**src/hw/rtl/v3n_pkg.sv**
```systemverilog
package v3n_pkg;

    localparam int COMPONENT_BITS_DEF    = 16;
    localparam int OUT_FRACTION_BITS_DEF = 14;
    localparam int MID_DEPTH             = 2;

    // Width of the exact sum of three squares
    function automatic int sum_width(input int cb);
        return 2 * cb + 2;
    endfunction

    // Width of the search terms: (2q-1)^2 * S and 4 * c^2 * 2^(2F)
    function automatic int term_width(input int cb, input int fb);
        return 2 * fb + 3 + sum_width(cb);
    endfunction

endpackage

```
**src/hw/rtl/v3n_front.sv**
```systemverilog
module v3n_front #(
    parameter int COMPONENT_BITS = 16
) (
    input  logic                             clk,
    input  logic                             rst_n,
    input  logic                             push,
    output logic                             full,
    input  logic signed [COMPONENT_BITS-1:0] x_in,
    input  logic signed [COMPONENT_BITS-1:0] y_in,
    input  logic signed [COMPONENT_BITS-1:0] z_in,
    output logic                             mid_wr,
    output logic [3+3*2*COMPONENT_BITS+v3n_pkg::sum_width(COMPONENT_BITS)-1:0] mid_data,
    input  logic                             mid_full
);
    import v3n_pkg::*;

    localparam int CB = COMPONENT_BITS;
    localparam int SQ = 2 * CB;
    localparam int SW = sum_width(CB);

    logic          v_reg;
    logic [2:0]    neg_reg, neg_next;
    logic [SQ-1:0] sq_reg [0:2];
    logic [SQ-1:0] sq_next [0:2];
    logic [SW-1:0] s_reg, s_next;
    logic [CB-1:0] comp [0:2];
    logic [CB-1:0] mag  [0:2];
    logic          ready, take;

    assign ready  = !v_reg || !mid_full;
    assign full   = !ready;
    assign take   = push && ready;
    assign mid_wr = v_reg;

    assign comp[0] = x_in;
    assign comp[1] = y_in;
    assign comp[2] = z_in;

    // Classify: split sign and magnitude, square, sum
    always_comb
    begin
        for (int i = 0; i < 3; i++)
        begin
            neg_next[i] = comp[i][CB-1];
            mag[i]      = comp[i][CB-1] ? (~comp[i] + 1'b1) : comp[i];
            sq_next[i]  = SQ'(mag[i]) * SQ'(mag[i]);
        end
        s_next = SW'(sq_next[0]) + SW'(sq_next[1]) + SW'(sq_next[2]);
    end

    always_ff @(posedge clk or negedge rst_n)
    begin
        if (!rst_n)
        begin
            v_reg <= 1'b0;
        end
        else if (ready)
        begin
            v_reg <= push;
        end
    end

    // Hold the classified item until the queue takes it
    always_ff @(posedge clk)
    begin
        if (take)
        begin
            neg_reg <= neg_next;
            sq_reg  <= sq_next;
            s_reg   <= s_next;
        end
    end

    assign mid_data = {neg_reg, sq_reg[0], sq_reg[1], sq_reg[2], s_reg};

endmodule

```
**config.mk**
```make
export PLATFORM = sky130hd
export DESIGN_NAME = v3n_front
export DESIGN_NICKNAME = d
export VERILOG_FILES = /design/src/hw/rtl/v3n_pkg.sv /design/src/hw/rtl/v3n_front.sv
export SDC_FILE = /design/constraint.sdc
export NUM_CORES = 2
export LEC_CHECK = 0
export BUFFER_PORTS_ARGS = -buffer_cell sky130_fd_sc_hd__buf_2
export CELL_PAD_IN_SITES_DETAIL_PLACEMENT = 0
export CELL_PAD_IN_SITES_GLOBAL_PLACEMENT = 1
export CORE_ASPECT_RATIO = 1.5
export CORE_MARGIN = 4
export CORE_UTILIZATION = 45
export DETAILED_ROUTE_END_ITERATION = 10
export PLACE_DENSITY = 0.78
export SLEW_MARGIN = 20
export SYNTH_ARGS = -nofsm -noshare
export SYNTH_HDL_FRONTEND = slang
export SYNTH_SLANG_ARGS = --single-unit
```
**constraint.sdc**
```tcl
create_clock -name clk -period 8.3 [get_ports clk]
set_input_delay 2.075 -clock clk [delete_from_list [all_inputs] [get_ports clk]]
set_output_delay 2.075 -clock clk [all_outputs]
set_load 0.1 [all_outputs]
```
[After elaboration in Yosys (flattened, before gate mapping)]
Cells that the tools add are included.
Operators by class
  $add $sub $neg: 5
  $mul: 3
  multiplexer cells: 3
  bitwise gates (word level): 3
  reduce and logical (&&, ||, !) cells: 5
Operators by type and width (number)
  multiplier 16 x 16 -> 32 bit: 3
  adder 16 x 1 -> 16 bit, second input constant: 3
  two-way mux 16 bit: 3
  NOT 16 bit: 3
  adder 33 x 32 -> 34 bit: 1
  adder 32 x 32 -> 33 bit: 1
  zero test 1 bit: 3
  logical AND 1 bit: 1
  logical OR 1 bit: 1
Word-level totals
  register bits: 134
  input bits: 52
  output and inout bits: 135
  logic and storage cells: 25

[Depth between registers and ports, before layout]
  depth after elaboration: 6
  mapped depth: 44
  depth with buffers taken out: 41

[Least setup slack after synthesis]
Ideal clock, no wire load.
  path kind: input-to-reg
  from: input port x_in[0]
  to: register s_reg[32] (data pin)
  library setup time: 258 ps
  arrival: 11246 ps
  required time: 8042 ps
  setup slack: -3204 ps
  cell stages on the path: 37
  path buffers: 2
  path through: inv_1 clkbuf_1 ha_1 nand2_1 or3_1 o21ai_0 xor2_1 clkinv_1 nand2_1 fa_1 fa_1 inv_1 fa_1 fa_1 fa_1 fa_1 ha_1 and3_1 and4_4 o41a_1 o21a_1 nor3_1 nor2_1 nor2_1 xor2_1 fa_1 inv_1 ha_1 clkbuf_1 a21o_1 a21oi_1 nand2_1 a211oi_1 nor3_1 nor4b_1 o21bai_1 xnor2_1
On the way
  word-level cells in the longest chain between the ends: 6
Ends and longest elaborated chain
  start: declaration: RTL line v3n_front.sv:8  | input logic signed [COMPONENT_BITS-1:0] x_in,
  NOT 16 bit: RTL line v3n_front.sv:45  | mag[i] = comp[i][CB-1] ? (~comp[i] + 1'b1) : comp[i];
  adder 16 x 1 -> 16 bit: RTL line v3n_front.sv:45
  two-way mux 16 bit *: RTL line v3n_front.sv:45
  multiplier 16 x 16 -> 32 bit *: RTL line v3n_front.sv:46  | sq_next[i] = SQ'(mag[i]) * SQ'(mag[i]);
  adder 32 x 32 -> 33 bit *: RTL line v3n_front.sv:48  | s_next = SW'(sq_next[0]) + SW'(sq_next[1]) + SW'(sq_next[2]);
  adder 33 x 32 -> 34 bit *: RTL line v3n_front.sv:48
  via s_next[32]: RTL line v3n_front.sv:25  | logic [SW-1:0] s_reg, s_next;
  end signal: assignment: RTL line v3n_front.sv:70  | s_reg <= s_next;
  end: declaration: RTL line v3n_front.sv:25
The timed path passes the listed nets; every way through them passes the cells marked *.
A chain may end at the register's enable or synchronous reset.

[Worst setup path after layout]
  from: input port x_in[7]
  to: register s_reg[31] (data pin)
Same word-level chain as after synthesis.

==> parameters.txt <==
Parameter                              Value

Timing
  Relative slew slack    between 40% and 50%
  Post-route worst setup slack    -2.45 ns
  Total count of hold-check failures in the final report    0
  Ratio of final minimum period to clock period    130%
  RSZ-0062 raised after global routing    true
  Skew final    0.0172 ns
  Fin. max-slew vios    0
  Fin crit period    ~11 ns
  Final number of setup-violating endpoints    69
  Hold_ws    just over 0.7 ns
  Highest attainable clock frequency    approximately 93 MHz
  Slew at the pin with the worst max-slew slack    0.843 ns
  Setup total negative slack    -58.55 ns

Route
  Post-route ant nets    0
  Number of detailed-routing iterations run before antenna repair    7
  Aggregate routed wire length    91400 um
  Via-to-Cell Ratio    a little over 5
  Wire length per cell    18.6 um
  Detailed-route via count    about 25k
  Detailed Route Iter0 Violations    just over 1k
  DRC Markers    0

Logic synthesis
  Most frequent cell after synthesis    sky130_fd_sc_hd__inv_1
  Share of synthesized area occupied by flip-flops and latches    ~14%
  Number of flops mapped to enable cells by yosys    130
  Post-synthesis instance total    3009
  Dominant synthesized flop cell    sky130_fd_sc_hd__edfxtp_1
  Number of library cell types mapped by synthesis    slightly below 70
  Post-Syn Area    28400 sq um
  Number of warnings printed during yosys synthesis    0
  Yosys top cell area share    a little under two fifths
  Most numerous cell types in the synthesized netlist    sky130_fd_sc_hd__inv_1, sky130_fd_sc_hd__fa_1, sky130_fd_sc_hd__ha_1, sky130_fd_sc_hd__nor2_1, sky130_fd_sc_hd__nand2_1
  Register bit total from synthesis    131
  Share of synthesized flip-flops with an asynchronous set or reset    less than 1%
  Mean instance size in the synthesized netlist    9.42 sq um
  Biggest area contributors in the synthesized netlist    sky130_fd_sc_hd__fa_1, sky130_fd_sc_hd__ha_1, sky130_fd_sc_hd__edfxtp_1
  Top cell type by total area after synthesis    sky130_fd_sc_hd__fa_1

Layout
  Number of nets in the final layout    roughly 5k
  Fill count    4904
  Max FFs per register    93
  Layout overhead on the synthesized area    47.6%
  Layout cells sized above 1    approximately two fifths
  Fin util    between 60% and 70%

Critical path
  Biggest cell delay along the critical path    ~0.55 ns
  Critical-path cell with the highest stage delay    sky130_fd_sc_hd__fa_2
  CP bufs+invs    12
  CP top delay family    adder cells
  Max FO, Critical Path    5
  Critical Path Sink Type    flop
  Critical path class    in -> reg
  Data required time at the worst endpoint    roughly 8.6 ns
  Critical Path Start Type    input pin
  Data arrival at the endpoint of the critical path    11.00 ns

Global route
  Maximum number of pins on one net before global-route repair    131
  Total global routing track utilization    27.7%
  Most crowded layer after global routing    met2
  Vias in the first global route    between 20k and 30k
  Global routing usage on met2    53.0%
  Met1 Use GR    30.4%
  Initial antenna violation count    1
  Met3 Resource Use GR    roughly 2.6%
  Total congestion overflow    0
  First-pass GRT wire length    144000 um

Floorplan
  Width of the die    ~210 um
  Floorplan Core Area    62400 sq um
  Ports placed on the boundary    between 150 and 200
  Starting Density    a little under half
  Row Count    around 110
  Die Ht    between 300 and 400 um
  Die Outline Area    67200 sq um

CTS
  Clk_lat worst skew    0.50 ns
  Number of levels in the clock H-tree    4
  Clock buffers created by TritonCTS    17
  Clock slew at reported path FFs    around 0.060 ns
  Hold_buf cts    0
  # clock sinks    131
  Maximum count of clock buffers along a single path    2
  Clock tree from TritonCTS    done
  Clock root buffer master    sky130_fd_sc_hd__clkbuf_16

Job
  Max-cap violations    0

Placement
  Worst setup timing slack at the placement stage    -3.44 ns
  Placed wire-length estimate    between 70000 and 80000 um
  Number of buffer cells added on primary ports    183
  Gpl congestion    0.965

Status
  Run status    finished, violations left
  Failing checks    negative setup slack

Min path
  Path category of the worst min-delay check    reg -> reg
-- layout by cell type, fill, tap and decap left out, types with 77 or more instances in the layout --
master / synthesis / layout
sky130_fd_sc_hd__buf_6: 0 / 130
sky130_fd_sc_hd__buf_2: 2 / 174
sky130_fd_sc_hd__inv_1: 793 / 716
sky130_fd_sc_hd__ha_1: 321 / 269
sky130_fd_sc_hd__nor2_1: 241 / 200
sky130_fd_sc_hd__buf_4: 3 / 780
sky130_fd_sc_hd__edfxtp_1: 130 / 130
sky130_fd_sc_hd__fa_1: 520 / 494
sky130_fd_sc_hd__inv_2: 5 / 77
sky130_fd_sc_hd__nand2_1: 228 / 172
-- routing by layer --
layer | vias up | part of all wire, %
li1 | 11400 | -
met4 | 0 | 5.5
met2 | 566 | 56
met1 | 12500 | 35
met3 | 224 | 3.2
met5 | - | 0
-- per-stage QoR --
stage          instance area (sq um)  instances
3_5_place_dp                   37500       4755
4_1_cts                        40600       4866
3_3_place_gp                   37500       4755
2_1_floorplan                  30000       3044
6_report                       41900       4916
5_1_grt                        41900       4915
-- final timing paths --
check	startpoint	endpoint	slack, ns	cells past startpoint
worst max register to register	mid_wr	mid_data[92]	6.50	3
max in group asynchronous	rst_n	mid_wr	6.87	1
worst min-delay path	mid_wr	mid_wr	0.72	2
worst max-delay path	x_in[7]	s_reg[31]	-2.45	36
min in group asynchronous	rst_n	mid_wr	1.35	1
worst min register to register	mid_wr	mid_wr	0.72	2
-- what timing repair did --
item	in CTS	in global routing
buffers inserted	112	61
setup endpoints to repair	74	75
gates resized for setup	385	204
pin swaps	233	205
-- layout make-up --
| type | count | area [sq um] | area share (%) |
|---|---|---|---|
| multi-input combinational | 2051 | 24900 | 59.5 |
| antenna | 1 | 2.50 | 0.00598 |
| tap | 798 | 998 | 2.39 |
| clock inverter | 15 | 149 | 0.356 |
| sequential | 131 | 3930 | 9.39 |
| inverter | 811 | 3090 | 7.39 |
| clock buffer | 17 | 425 | 1.02 |
| timing repair buffer | 1092 | 8340 | 19.9 |
-- worst reg2reg max path, cell delays in order (launching register included) --
cell and delay [ns]:
sky130_fd_sc_hd__dfrtp_1 0.37, sky130_fd_sc_hd__and2_1 0.20, sky130_fd_sc_hd__nor2b_4 0.15, sky130_fd_sc_hd__buf_12 0.50
-- cell families after synthesis --
kind of cell	count (synthesis)	share of synthesized area, %
buffers and inverters	862	11.5
adders and majority gates	841	50.9
and+or+nand+nor	617	9.41
AOI/OAI and AO/OA	361	8.37
xor gates and xnor gates	195	6.02
DFF	131	13.9
other	2	0.0265
Power is left out: the tool's default activity adds up to more than one toggle a clock period on the data nets, which glitch-free logic cannot reach.
