--- config.mk ---
export PLATFORM = sky130hd
export DESIGN_NAME = v3n_fifo
export DESIGN_NICKNAME = d
export VERILOG_FILES = /design/src/hw/rtl/v3n_fifo.sv
export SDC_FILE = /design/constraint.sdc
export NUM_CORES = 1
export LEC_CHECK = 0
export ABC_AREA = 0
export BUFFER_PORTS_ARGS = -buffer_cell sky130_fd_sc_hd__buf_4
export CAP_MARGIN = 10
export CORE_MARGIN = 2
export CORE_UTILIZATION = 40
export CTS_CLUSTER_DIAMETER = 50
export DETAILED_ROUTE_END_ITERATION = 10
export PLACE_DENSITY = 0.71
export SYNTH_ARGS = -nofsm -noshare
export SYNTH_HDL_FRONTEND = slang
export SYNTH_SLANG_ARGS = --single-unit
--- constraint.sdc ---
create_clock -name clk -period 2.58 [get_ports clk]
set_input_delay 0.258 -clock clk [delete_from_list [all_inputs] [get_ports clk]]
set_output_delay 0.258 -clock clk [all_outputs]
set_load 0.05 [all_outputs]
--- src/hw/rtl/v3n_fifo.sv ---
module v3n_fifo #(
    parameter int W     = 8,
    parameter int DEPTH = 2
) (
    input  logic         clk,
    input  logic         rst_n,
    input  logic         wr_en,
    input  logic [W-1:0] wr_data,
    output logic         full,
    input  logic         rd_en,
    output logic [W-1:0] rd_data,
    output logic         empty
);
    localparam int PW = (DEPTH > 1) ? $clog2(DEPTH) : 1;
    localparam int CW = $clog2(DEPTH + 1);

    logic [W-1:0]  mem [0:DEPTH-1];
    logic [PW-1:0] wr_ptr_reg, wr_ptr_next;
    logic [PW-1:0] rd_ptr_reg, rd_ptr_next;
    logic [CW-1:0] count_reg, count_next;
    logic          do_wr, do_rd;

    assign full    = (count_reg == CW'(DEPTH));
    assign empty   = (count_reg == '0);
    assign do_wr   = wr_en && !full;
    assign do_rd   = rd_en && !empty;
    assign rd_data = mem[rd_ptr_reg];

    // Advance pointers with wrap at the depth and track the fill count
    always_comb
    begin
        wr_ptr_next = wr_ptr_reg;
        rd_ptr_next = rd_ptr_reg;
        count_next  = count_reg;
        if (do_wr)
        begin
            wr_ptr_next = (wr_ptr_reg == PW'(DEPTH - 1)) ? '0 : wr_ptr_reg + 1'b1;
        end
        if (do_rd)
        begin
            rd_ptr_next = (rd_ptr_reg == PW'(DEPTH - 1)) ? '0 : rd_ptr_reg + 1'b1;
        end
        if (do_wr && !do_rd)
        begin
            count_next = count_reg + 1'b1;
        end
        else if (do_rd && !do_wr)
        begin
            count_next = count_reg - 1'b1;
        end
    end

    always_ff @(posedge clk or negedge rst_n)
    begin
        if (!rst_n)
        begin
            wr_ptr_reg <= '0;
            rd_ptr_reg <= '0;
            count_reg  <= '0;
        end
        else
        begin
            wr_ptr_reg <= wr_ptr_next;
            rd_ptr_reg <= rd_ptr_next;
            count_reg  <= count_next;
        end
    end

    // Store the item
    always_ff @(posedge clk)
    begin
        if (do_wr)
        begin
            mem[wr_ptr_reg] <= wr_data;
        end
    end

endmodule

* After elaboration in Yosys (flattened, before gate mapping)
Memory sizes are Yosys's and may differ from the RTL's.
Index checks and enable logic that the tools add are counted.
** Word-level totals
- Word-level logic and storage cells :: 25
- Memories kept :: 1
- RAM bits :: 16
- Register bits after elaboration :: 4
- Output and inout port bits :: 10
** Operators by class
- Add/subtract/negate cells :: 4
- Reductions and logical operators :: 10
- Mux-type cells :: 6
- Equal/unequal tests :: 1
** Memory list
- mem :: words 2, bits a word 8, read ports 1, clocked after memory_dff 0, wr ports 1, line 17 : logic [W-1:0] mem [0:DEPTH-1];
** Operator list (count)
- $logic_and 1x1->1 :: 4
- $logic_not 1->1 :: 4
- $mux 1 :: 4
- $mux 2 :: 2
- $add 1x1->1 const B :: 2
- $add 2x1->2 const B :: 1
- $eq 2x2->1 const B :: 1
- $logic_not 2->1 :: 1
- $reduce_bool 2->1 :: 1
- $sub 2x1->2 const B :: 1

* Depth between registers and ports, before layout
Gate-level depths: netlist (run 1).
- Word-level depth :: 7
- Mapped depth :: 7
- Depth with buffers taken out :: 7

* Least setup slack after synthesis (run 1)
OpenSTA, ideal clock, no wires.
- Path type :: register to register
- Start point :: register count_reg[0]
- End point :: memory mem[0][0] (enable)
- Library setup time :: 0.370 ns
- Slack :: 1.188 ns
- Stages on the path, launching flop included :: 4
- Arrival time :: 1.022 ns
- Path through :: dfrtp_1 nand2b_1 nand2_2 nor2_1
** Between the ends
- Longest elaborated chain between the ends :: 5
** RTL lines
- start, declared :: line 20 : logic [CW-1:0] count_reg, count_next;
- start signal, assigned :: line 65 : count_reg <= count_next;
- $eq 2x2->1 :: line 23 : assign full = (count_reg == CW'(DEPTH));
- $logic_not 1->1 :: line 25 : assign do_wr = wr_en && !full;
- $logic_and 1x1->1 :: line 25
- $mux 1 :: line 72 : if (do_wr)
- $mux 1 (implied by the code) :: line 74 : mem[wr_ptr_reg] <= wr_data;
- end, declared :: line 17
No other way between the ends.

* Worst setup path after layout (run 1)
- Start point :: register rd_ptr_reg
- End point :: output port rd_data[7]
** Between the ends
- Longest elaborated chain between the ends :: 1
** RTL lines
- start, declared :: line 19 : logic [PW-1:0] rd_ptr_reg, rd_ptr_next;
- start signal, assigned :: line 64 : rd_ptr_reg <= rd_ptr_next;
- $mem_v2 2x8
- end, declared :: line 11 : output logic [W-1:0] rd_data,
No other way between the ends.

==> results of run 1 <==
-- cell usage in the layout, fill, tap and decap left out --
cell type      instances
bufinv_16              1
nand2b_1               1
and3_1                 1
edfxtp_1              16
dlygate4sd3_1          1
xor2_1                 2
ha_1                   1
nand2_2                1
clkbuf_4               3
o21ai_1                1
xnor2_1                2
mux2_2                 2
mux2_1                 6
xnor2_2                1
buf_4                 21
dfrtp_1                4
inv_1                  2
nor2_1                 3
-- area by class of cell --
cell class | instances | area share (%)
Clock buffer | 3 | 2.19
Timing Repair Buffer | 22 | 16.3
Inverter | 2 | 0.730
Multi-Input combinational cell | 21 | 18.4
Sequential cell | 20 | 56.4
Clock inverter | 1 | 2.92
Tap cell | 25 | 3.04
-- worst max-delay path, stage by stage (launching register included) --
cell and delay, ps:
dfrtp_1 600, mux2_2 390, buf_4 190
-- where the power goes --
part / internal, mW / total [mW] / switching (mW)
Sequential: 0.451 / 0.522 / 0.0709
Clock: 0.157 / 0.245 / 0.0884
Combinational: 0.215 / 0.598 / 0.383
-- cells in the mapped netlist --
| cell | number |
|---|---|
| mux2_2 | 2 |
| nand2_2 | 1 |
| xnor2_2 | 1 |
| buf_2 | 1 |
| dfrtp_1 | 4 |
| nand2b_1 | 1 |
| inv_1 | 2 |
| ha_1 | 1 |
| o21ai_1 | 1 |
| and3_1 | 1 |
| xnor2_1 | 2 |
| mux2_1 | 6 |
| edfxtp_1 | 16 |
| xor2_1 | 2 |
| nor2_1 | 3 |
-- how the worst min path moves through the flow --
stage / from / end / depth (start not counted)
finish: wr_data[6] / mem[1][6]$_DFFE_PP_ / 1
floorplan: rst_n / count_reg[0]$_DFFE_PN0P_ / 0
detailed placement: rst_n / wr_ptr_reg$_DFFE_PN0N_ / 1
global route: wr_data[6] / mem[0][6]$_DFFE_PP_ / 1
global placement: rst_n / count_reg[0]$_DFFE_PN0P_ / 1
CTS: wr_data[7] / mem[0][7]$_DFFE_PP_ / 1
-- per-layer routing --
layer  up-vias  track usage [%]  part of all wire (%)
met5         -                0                     0
met4         0             6.49                     0
met3         0             3.33                   6.6
met2        16             16.6                    49
met1       194             14.6                    44
li1        209                -                     -
-- timing repair --
item | in CTS | in global routing
hold endpoints to repair | 4 | 0
resized for setup | 0 | 0
hold buffers | 1 | 0
endpoints found under the setup margin | 0 | 0
-- logic make-up after synthesis --
kind of cell / Yosys count / share of synthesized area, %
flip-flops: 20 / 74.2
multiplexers: 8 / 11.5
AND/OR/NAND/NOR: 6 / 3.84
XOR/XNOR: 5 / 6.56
buffers and inverters: 3 / 1.60
AO/OA/AOI/OAI: 1 / 0.639
adder cells (fa/ha/maj): 1 / 1.60
==> metrics.md, run 1 <==
| Metric | Value |
|---|---|
| FILL cells | 157 |
| Final Max Slew Viols | 0 |
| Yosys cell types | 15 |
| Yosys Warn Count | 0 |
| RSZ-0062 raised after global routing | no |
| Largest net degree at the start of global routing | 13 |
| Dpl hpwl | 813 µm |
| Vias | 419 |
| CTS clk-pin slew, worst paths | 110 ps |
| Routed len/inst | 11.7 µm |
| Final Critical Period | 1720 ps |
| Setup ws final | 856 ps |
| First-pass GRT wire length | 1700 µm |
| Worst-case clock buffer depth | 2 |
| Final GP Congestion | 0.626 |
| Number of antenna violations at the first check in global routing | 0 |
| Overall routing resource usage | 11.2% |
| Yosys top cell area share | 61.4% |
| Worst R2R End | mem[0][1]$_DFFE_PP_ |
| Fin cells | 94 |
| Total Power | 1.37 mW |
| Lkg Pwr | 0.424 nW |
| CTS buffer count | 3 |
| FF-to-FF path depth | 3 |
| Core box area | 1780 µm² |
| Die ar. | 2320 µm² |
| Final core utilization | 57.7% |
| Final total negative setup slack | 0 ps |
| Diode count | 0 |
| First DRT Iteration DRCs | 10 |
| WS Path Type | reg2out |
| Ranking of synthesized cells by area | edfxtp_1, dfrtp_1, mux2_1, mux2_2, xnor2_1 |
| R2R setup slack | 1010 ps |
| Rel. slew slack | 57.3% |
| Initial DRT Pass Iterations | 4 |
| Worst-Margin Slew | 638 ps |
| # IOs | 22 |
| Syn_nets | 57 |
| DP Cell Count | 89 |
| Max Cap Viol | 0 |
| Starting Density | 43.9% |
| Via density | 4.46 |
| CP Capture Point | rd_data[7] |
| Hold slack | 142 ps |
| Fin area | 1030 µm² |
| DRC Markers | 0 |
| Fmax | 0.580 GHz |
| VDD IR max | 0.000662 V |
| Total grt overflow | 0 |
| Finish-stage setup viols | 0 |
| Place WS | 988 ps |
| CTS tree | built |
| Avg Cell Area, Syn | 17.8 µm² |
| Area after DPL | 966 µm² |
| Critical Path RT | 2320 ps |
| Vias in the first global route | 404 |
| Synthesis-stage register bit count | 20 |
| Max FFs per register | 16 |
| Root buf cell | clkbuf_4 |
| Share of cells above drive strength 1 | 42.0% |
| Outcome | finished, final reports clean |
| Clk_lat worst skew | 290 ps |
| Die Y | 48.2 µm |
| Multi-input gate area | 189 µm² |
| Worst Path Arrival | 1470 ps |
| Die width | 48.2 µm |
| RR Startpoint | count_reg[0]$_DFFE_PN0P_ |
| Clk sink count | 20 |
| Antenna-violating nets left | 0 |
| Netlist Area Pre-Place | 782 µm² |
| Setup crit end kind | output pin |
| Drt total wl | 1100 µm |
| Kind of start point of the critical path | flip-flop |
| Critical Path Fanout Max | 9 |
| Final hold vios | 0 |
| Crit. Startpoint | rd_ptr_reg$_DFFE_PN0P_ |
| Fraction of the cycle the final worst path needs | 66.8% |
| Max H-tree Level | 1 |
| # rows | 15 |
| Post-synthesis sequential area ratio | 74.2% |
| Fin Clk Skew | 6.63 ps |
| Synth area leader | edfxtp_1 |
| Worst hold path class | in2reg |
| I/O Buffers | 21 |
| Pwr/cell area | 1330 nW/µm² |
| Nets | 83 |
| Cells after Synth | 44 |
| Postcts setup bufs | 0 |
| P&R area growth vs syn | 31.5% |
| FF/Latch Area | 581 µm² |
Note: power is estimated with default switching activity, not from simulation.
==> inputs of run 2 (changes only) <==
--- a/config.mk
+++ b/config.mk
@@ -5,14 +5,14 @@
 export SDC_FILE = /design/constraint.sdc
 export NUM_CORES = 1
 export LEC_CHECK = 0
-export ABC_AREA = 0
+export ABC_AREA = 1
 export BUFFER_PORTS_ARGS = -buffer_cell sky130_fd_sc_hd__buf_4
 export CAP_MARGIN = 10
 export CORE_MARGIN = 2
 export CORE_UTILIZATION = 40
 export CTS_CLUSTER_DIAMETER = 50
 export DETAILED_ROUTE_END_ITERATION = 10
-export PLACE_DENSITY = 0.71
+export PLACE_DENSITY = 0.73
 export SYNTH_ARGS = -nofsm -noshare
 export SYNTH_HDL_FRONTEND = slang
 export SYNTH_SLANG_ARGS = --single-unit
==> constraint.sdc (replaced) <==
create_clock -name clk -period 1.4 [get_ports clk]
set_input_delay 0.14 -clock clk [delete_from_list [all_inputs] [get_ports clk]]
set_output_delay 0.14 -clock clk [all_outputs]
set_load 0.05 [all_outputs]
==> run 2 against run 1 <==
  * Via count grew 42%
  * Wire length grew 32%
  * Count of clock-buffer cells in the layout grew 1
  * Clock power grew 8%
  * Non-clock buffer count grew 8
  * Critical path type unchanged
==> metrics.md, run 2 <==
| Metric | Value |
|---|---|
| Fin area | 1150 µm² (+12%) |
| Kind of start point of the critical path | flip-flop |
| Ranking of synthesized cells by area | edfxtp_1, nand2_1, dfrtp_1, inv_1, ha_1 |
| Via density | 4.48 (+0.53%) |
| Routed len/inst | 11.0 µm (-6.4%) |
| Top-count cell post-synth | nand2_1 |
| Cells after Synth | 73 (+66%) |
| Setup ws final | 66.7 ps (-790 ps) |
| Final core utilization | 59.3% (+1.7 points) |
| R2R setup slack | 120 ps (-890 ps) |
| Worst-case clock buffer depth | 2 (unchanged) |
| Diode count | 0 (unchanged) |
| CTS buffer count | 3 (unchanged) |
| First-pass GRT wire length | 2340 µm (+38%) |
| CP Cell Sequence | buf_4, nand2_1, nand2_1, buf_6 |
| Avg Cell Area, Syn | 11.1 µm² (-38%) |
| Total Power | 2.78 mW (+100%) |
| I/O Buffers | 21 (unchanged) |
| Fin Clk Skew | 6.35 ps (-0.281 ps) |
| Largest net degree at the start of global routing | 12 (-1) |
| FF-to-FF path depth | 6 (+3) |
| Post-synthesis sequential area ratio | 71.7% (-2.5 points) |
| RSZ-0062 raised after global routing | yes |
| Nets | 120 (+45%) |
| Share of cells above drive strength 1 | 37.7% (-4.3 points) |
| Finish-stage setup viols | 0 (unchanged) |
| Final hold vios | 0 (unchanged) |
| Synthesis-stage register bit count | 20 (unchanged) |
| Clk sink count | 20 (unchanged) |
| RR Startpoint | count_reg[0]$_DFFE_PN0P_ |
| Final GP Congestion | 0.796 (+27%) |
| Final total negative setup slack | 0 ps (unchanged) |
| P&R area growth vs syn | 42.3% |
| Outcome | finished, final reports clean |
| Critical Path Fanout Max | 7 (-2) |
| Overall routing resource usage | 13.5% (+2.3 points) |
| Worst hold endpoint | mem[0][4]$_DFFE_PP_ |
| Yosys cell types | 14 (-1) |
| Netlist Area Pre-Place | 810 µm² (+3.5%) |
| Max FFs per register | 16 (unchanged) |
| Clk_lat worst skew | 290 ps (about the same) |
| Hold slack | 26.3 ps (-115 ps) |
| Top FF cell, synth | edfxtp_1 |
| Worst R2R End | count_reg[1]$_DFFE_PN0P_ |
| Initial DRT Pass Iterations | 4 (unchanged) |
| Post-synth top cells | nand2_1, edfxtp_1, inv_1 |
| Syn_nets | 86 (+51%) |
| Critical Path Max Stage Delay | 480 ps (-120 ps) |
| Setup crit end kind | output pin |
| CP dominant cell by count | nand2_1 |
| Post-synth EDFFs | 16 (unchanged) |
| Fin cells | 133 (+41%) |
| Drt total wl | 1460 µm (+32%) |
| Die width | 49.0 µm (+1.6%) |
| WS Path Type | reg2out |
| Hold depth | 1 (unchanged) |
| Root buf cell | clkbuf_4 |
| Critical Path RT | 1260 ps (-1060 ps) |
| First DRT Iteration DRCs | 6 (-4) |
| Worst-Margin Slew | 242 ps (-396 ps) |
| Worst Path Arrival | 1190 ps (-280 ps) |
| Final Max Slew Viols | 0 (unchanged) |
| Bufs and invs on worst path | 2 (+1) |
| Yosys top cell area share | 59.4% (-2.1 points) |
| Dpl hpwl | 1070 µm (+32%) |
| Synth area leader | edfxtp_1 |
| Die Y | 49.0 µm (+1.6%) |
| Number of antenna violations at the first check in global routing | 0 (unchanged) |
| Pwr/cell area | 2410 nW/µm² (+82%) |
| # rows | 16 (+1) |
| DP Cell Count | 124 (+39%) |
| Commonest non-fill, non-tap cell in the layout | nand2_1 |
| Slowest stage cell on the critical path | dfrtp_2 |
| Ys async rst share | 20.0% (unchanged) |
| Vias | 596 (+42%) |
| Max H-tree Level | 1 (unchanged) |
| FILL cells | 170 (+8.3%) |
| Area after DPL | 1030 µm² (+6.7%) |
| Fraction of the cycle the final worst path needs | 95.2% |
| Critical path's top delay family | flip-flops |
| Total grt overflow | 0 (unchanged) |
| Lkg Pwr | 0.529 nW (+25%) |
| Final Critical Period | 1330 ps |
| Worst hold path class | in2reg |
| Hold Crit Start | wr_data[4] |
| Antenna-violating nets left | 0 (unchanged) |
| Place WS | -12.7 ps (-1000 ps) |
| CTS tree | built |
| Commonest cells after routing, fill and taps aside | nand2_1, buf_4, edfxtp_1 |
| Max Cap Viol | 0 (unchanged) |
| DRC Markers | 0 (unchanged) |
| Fmax | 0.750 GHz |
| Core box area | 1940 µm² (+8.9%) |
| VDD IR max | 0.00128 V (+93%) |
| Starting Density | 41.7% (-2.2 points) |
| CTS clk-pin slew, worst paths | 100 ps (about the same) |
| Yosys Warn Count | 0 (unchanged) |
| Rel. slew slack | 83.7% (+26 points) |
| Vias in the first global route | 570 (+41%) |
| Die ar. | 2400 µm² (+3.2%) |
| # IOs | 22 (unchanged) |
[run 2: changes by cell type in the layout (fill, tap and decap cells not counted), sizes merged, moves of 2 or more]
cell,change
buf,+8
inv,+5
mux2,-8
nand2,+32
xnor2,-2
xor2,-2
[run 2: kinds of logic after synthesis]
logic type	after synthesis	synth area share, %
AND/OR/NAND/NOR	40	20.1
flip-flops	20	71.7
buffers and inverters	9	4.33
AO/OA/AOI/OAI	2	1.24
XOR/XNOR	1	1.08
adder cells (fa/ha/maj)	1	1.55
[run 2: worst max path at each step]
stage	end	startpoint	depth (start not counted)
2_1_floorplan	rd_ptr_reg$_DFFE_PN0P_	count_reg[0]$_DFFE_PN0P_	3
3_5_place_dp	count_reg[1]$_DFFE_PN0P_	count_reg[0]$_DFFE_PN0P_	6
3_3_place_gp	count_reg[1]$_DFFE_PN0P_	count_reg[0]$_DFFE_PN0P_	6
4_1_cts	rd_data[4]	rd_ptr_reg$_DFFE_PN0P_	4
5_1_grt	rd_data[7]	rd_ptr_reg$_DFFE_PN0P_	4
6_report	rd_data[1]	rd_ptr_reg$_DFFE_PN0P_	4
[run 2: layer usage]
| metal | track usage, % | share of wire, % | up-vias |
|---|---|---|---|
| li1 | - | - | 303 |
| met1 | 14.1 | 41 | 274 |
| met2 | 23.1 | 53 | 15 |
| met3 | 3.68 | 3.3 | 4 |
| met4 | 10.0 | 2.6 | 0 |
| met5 | 0 | 0 | - |
[run 2: report_power, final]
group | switching, mW | internal (mW)
logic | 0.990 | 0.578
registers | 0.119 | 0.832
clock network | 0.154 | 0.111
[run 2: worst reg2reg max path: stages, from the launching register on]
cell and delay, ps:
dfrtp_2 470, o21ai_2 210, ha_4 240, inv_1 70
nand3_1 80, nand2_1 60, nand2_1 50
[run 2: area by class of cell]
type / instances / area, µm² / share of cell area (%)
sequential: 20 / 583 / 50.6
tap: 27 / 33.8 / 2.93
inverter: 8 / 35.0 / 3.04
multi-input combinational: 44 / 220 / 19.1
clock buffer: 4 / 26.3 / 2.28
timing repair buffer: 30 / 254 / 22.0
[run 2: repair_timing]
item	in CTS	in global routing
setup endpoints to repair	9	9
resized for setup	4	13
setup buffers	0	4
pin swaps	0	1
hold buffers	1	0
endpoints found under the hold margin	4	0
==> inputs of run 3 (changes only) <==
--- a/config.mk
+++ b/config.mk
@@ -7,12 +7,14 @@
 export LEC_CHECK = 0
 export ABC_AREA = 1
 export BUFFER_PORTS_ARGS = -buffer_cell sky130_fd_sc_hd__buf_4
-export CAP_MARGIN = 10
+export CAP_MARGIN = 5
 export CORE_MARGIN = 2
 export CORE_UTILIZATION = 40
+export CTS_BUF_LIST = sky130_fd_sc_hd__clkbuf_4
 export CTS_CLUSTER_DIAMETER = 50
 export DETAILED_ROUTE_END_ITERATION = 10
 export PLACE_DENSITY = 0.73
+export SKIP_LAST_GASP = 1
 export SYNTH_ARGS = -nofsm -noshare
 export SYNTH_HDL_FRONTEND = slang
 export SYNTH_SLANG_ARGS = --single-unit
==> run 3 against run 2 <==
  * Die area is the same
  * Total power shrank 0.86%
  * Wire length shrank 2.1%
  * Largest power group unchanged
  * Sequential share of layout area grew 0.50 points
  * Cell area shrank 0.98%
  * Combinational power shrank 3%
  * Worst setup slack lost 1.2 ps
  * Clock skew grew 1.7 ps
  * Utilization shrank 0.58 points
  * Cell count shrank 0.75%
==> metrics.md, run 3 (same netlist as run 2, synthesis figures left out) <==
| Metric | Value |
|---|---|
| Outcome | finished, final reports clean |
| Vias | 579 (-2.9%) |
| Setup ws final | 65.5 ps (-1.20 ps) |
| CTS clk-pin slew, worst paths | 110 ps (about the same) |
| VDD IR max | 0.00128 V (+0.22%) |
| # rows | 16 (unchanged) |
| Overall routing resource usage | 12.7% (-0.73 points) |
| Bufs and invs on worst path | 2 (unchanged) |
| Total grt overflow | 0 (unchanged) |
| Final Max Slew Viols | 0 (unchanged) |
| Root buf cell | clkbuf_4 |
| WS Path Type | reg2out |
| Setup crit end kind | output pin |
| Hold depth | 1 (unchanged) |
| Core box area | 1940 µm² (unchanged) |
| Clk_lat worst skew | 280 ps (about the same) |
| Diode count | 0 (unchanged) |
| Fin area | 1140 µm² (-0.98%) |
| Via density | 4.39 (-2.1%) |
| Area after DPL | 1030 µm² (unchanged) |
| Largest net degree at the start of global routing | 12 (unchanged) |
| Kind of start point of the critical path | flip-flop |
| Total Power | 2.76 mW (-0.86%) |
| Routed len/inst | 10.8 µm (-1.3%) |
| Slowest stage cell on the critical path | dfrtp_2 |
| Critical path's top delay family | flip-flops |
| Die width | 49.0 µm (unchanged) |
| Worst R2R End | count_reg[1]$_DFFE_PN0P_ |
| CTS tree | built |
| Max Cap Viol | 0 (unchanged) |
| Final hold vios | 0 (unchanged) |
| Starting Density | 41.7% (unchanged) |
| Vias in the first global route | 569 (-0.18%) |
| Fin Clk Skew | 8.06 ps (+1.72 ps) |
| Fraction of the cycle the final worst path needs | 95.3% (about the same) |
| DRC Markers | 0 (unchanged) |
| Die ar. | 2400 µm² (unchanged) |
| Critical Path RT | 1260 ps (about the same) |
| FILL cells | 173 (+1.8%) |
| Rel. slew slack | 84.2% (+0.46 points) |
| Nets | 119 (-0.83%) |
| Worst Path Arrival | 1190 ps (about the same) |
| Max FFs per register | 16 (unchanged) |
| CP Cell Sequence | buf_4, nand2_1, nand2_1, buf_4 |
| Fmax | 0.749 GHz (about the same) |
| Commonest non-fill, non-tap cell in the layout | nand2_1 |
| Drt total wl | 1430 µm (-2.1%) |
| P&R area growth vs syn | 41.0% |
| Hold Crit Start | wr_data[4] |
| RR Startpoint | count_reg[0]$_DFFE_PN0P_ |
| Lkg Pwr | 0.525 nW (-0.60%) |
| Critical Path Max Stage Delay | 470 ps (about the same) |
| Worst-case clock buffer depth | 2 (unchanged) |
| Worst-Margin Slew | 235 ps (-6.78 ps) |
| Die Y | 49.0 µm (unchanged) |
| I/O Buffers | 21 (unchanged) |
| Initial DRT Pass Iterations | 4 (unchanged) |
| CTS buffer count | 3 (unchanged) |
| R2R setup slack | 120 ps (about the same) |
| Worst hold endpoint | mem[0][4]$_DFFE_PP_ |
| Dpl hpwl | 1070 µm (unchanged) |
| Final GP Congestion | 0.796 (unchanged) |
| Pwr/cell area | 2420 nW/µm² (+0.11%) |
| Antenna-violating nets left | 0 (unchanged) |
| # IOs | 22 (unchanged) |
| Clk sink count | 20 (unchanged) |
| Number of antenna violations at the first check in global routing | 0 (unchanged) |
| Final Critical Period | 1330 ps (+1.20 ps) |
| Commonest cells after routing, fill and taps aside | nand2_1, buf_4, edfxtp_1 |
| Share of cells above drive strength 1 | 38.1% (+0.36 points) |
| First DRT Iteration DRCs | 11 (+5) |
| Max H-tree Level | 1 (unchanged) |
| Critical Path Fanout Max | 6 (-1) |
| FF-to-FF path depth | 6 (unchanged) |
| Finish-stage setup viols | 0 (unchanged) |
| Worst hold path class | in2reg |
| Place WS | -12.7 ps (unchanged) |
| First-pass GRT wire length | 2310 µm (-1.2%) |
-- run 3: cell types whose count changed in the layout (fill, tap and decap cells not counted) --
cell,change
clkinv_4,-1
clkbuf_4,+1
inv_6,+1
buf_4,+1
clkbuf_1,-1
buf_6,-2
-- run 3: what timing repair did --
action / CTS / global route
hold buffers: 1 / 0
gates resized for setup: 3 / 11
endpoints found under the setup margin: 9 / 9
endpoints found under the hold margin: 4 / 0
setup buffers: 0 / 3
pin swaps: 0 / 1
-- run 3: worst max path at each step --
stage               cells past startpoint                       end                     start  slack, ps
detailed placement                      6  count_reg[1]$_DFFE_PN0P_  count_reg[0]$_DFFE_PN0P_        -10
CTS                                     4                rd_data[7]    rd_ptr_reg$_DFFE_PN0P_          3
finish                                  4                rd_data[3]    rd_ptr_reg$_DFFE_PN0P_         70
global placement                        6  count_reg[1]$_DFFE_PN0P_  count_reg[0]$_DFFE_PN0P_         90
floorplan                               3    rd_ptr_reg$_DFFE_PN0P_  count_reg[0]$_DFFE_PN0P_        -80
global route                            4                rd_data[0]    rd_ptr_reg$_DFFE_PN0P_         -6
-- run 3: where the power goes --
part | internal [mW] | switching (mW) | leakage, nW | total, mW
registers | 0.832 | 0.115 | 0.195 | 0.947
clock network | 0.130 | 0.150 | 0.0184 | 0.280
logic | 0.545 | 0.987 | 0.312 | 1.53
total | 1.51 | 1.25 | 0.525 | 2.76
-- run 3: final cells by class --
type,count,area [µm²],share of cell area (%)
multi-input cells,44,220,19.3
repair buffers,29,239,20.9
well taps,27,33.8,2.96
flip-flops and latches,20,583,51.1
inverters,8,35.0,3.07
clock buffers,4,30.0,2.63
-- run 3: metrics by stage --
stage          TNS, ps  std cells  utilization, %  hold WS [ps]
2_1_floorplan     -160         73               -          -156
3_3_place_gp         0        124            53.1         -58.6
3_5_place_dp     -12.7        124            53.1         -58.7
4_1_cts              0        129            55.3          29.6
5_1_grt          -7.13        132            58.8          14.5
6_report             0        132            58.8          33.5
-- run 3: layer usage --
metal	global-route usage [%]	share of wire, %	up-vias	wire (µm)
met5	0	0	-	0
met4	6.19	0	0	0
met3	2.76	2.2	0	31
met2	23.1	56	11	795
met1	14.1	42	269	601
li1	-	-	299	-
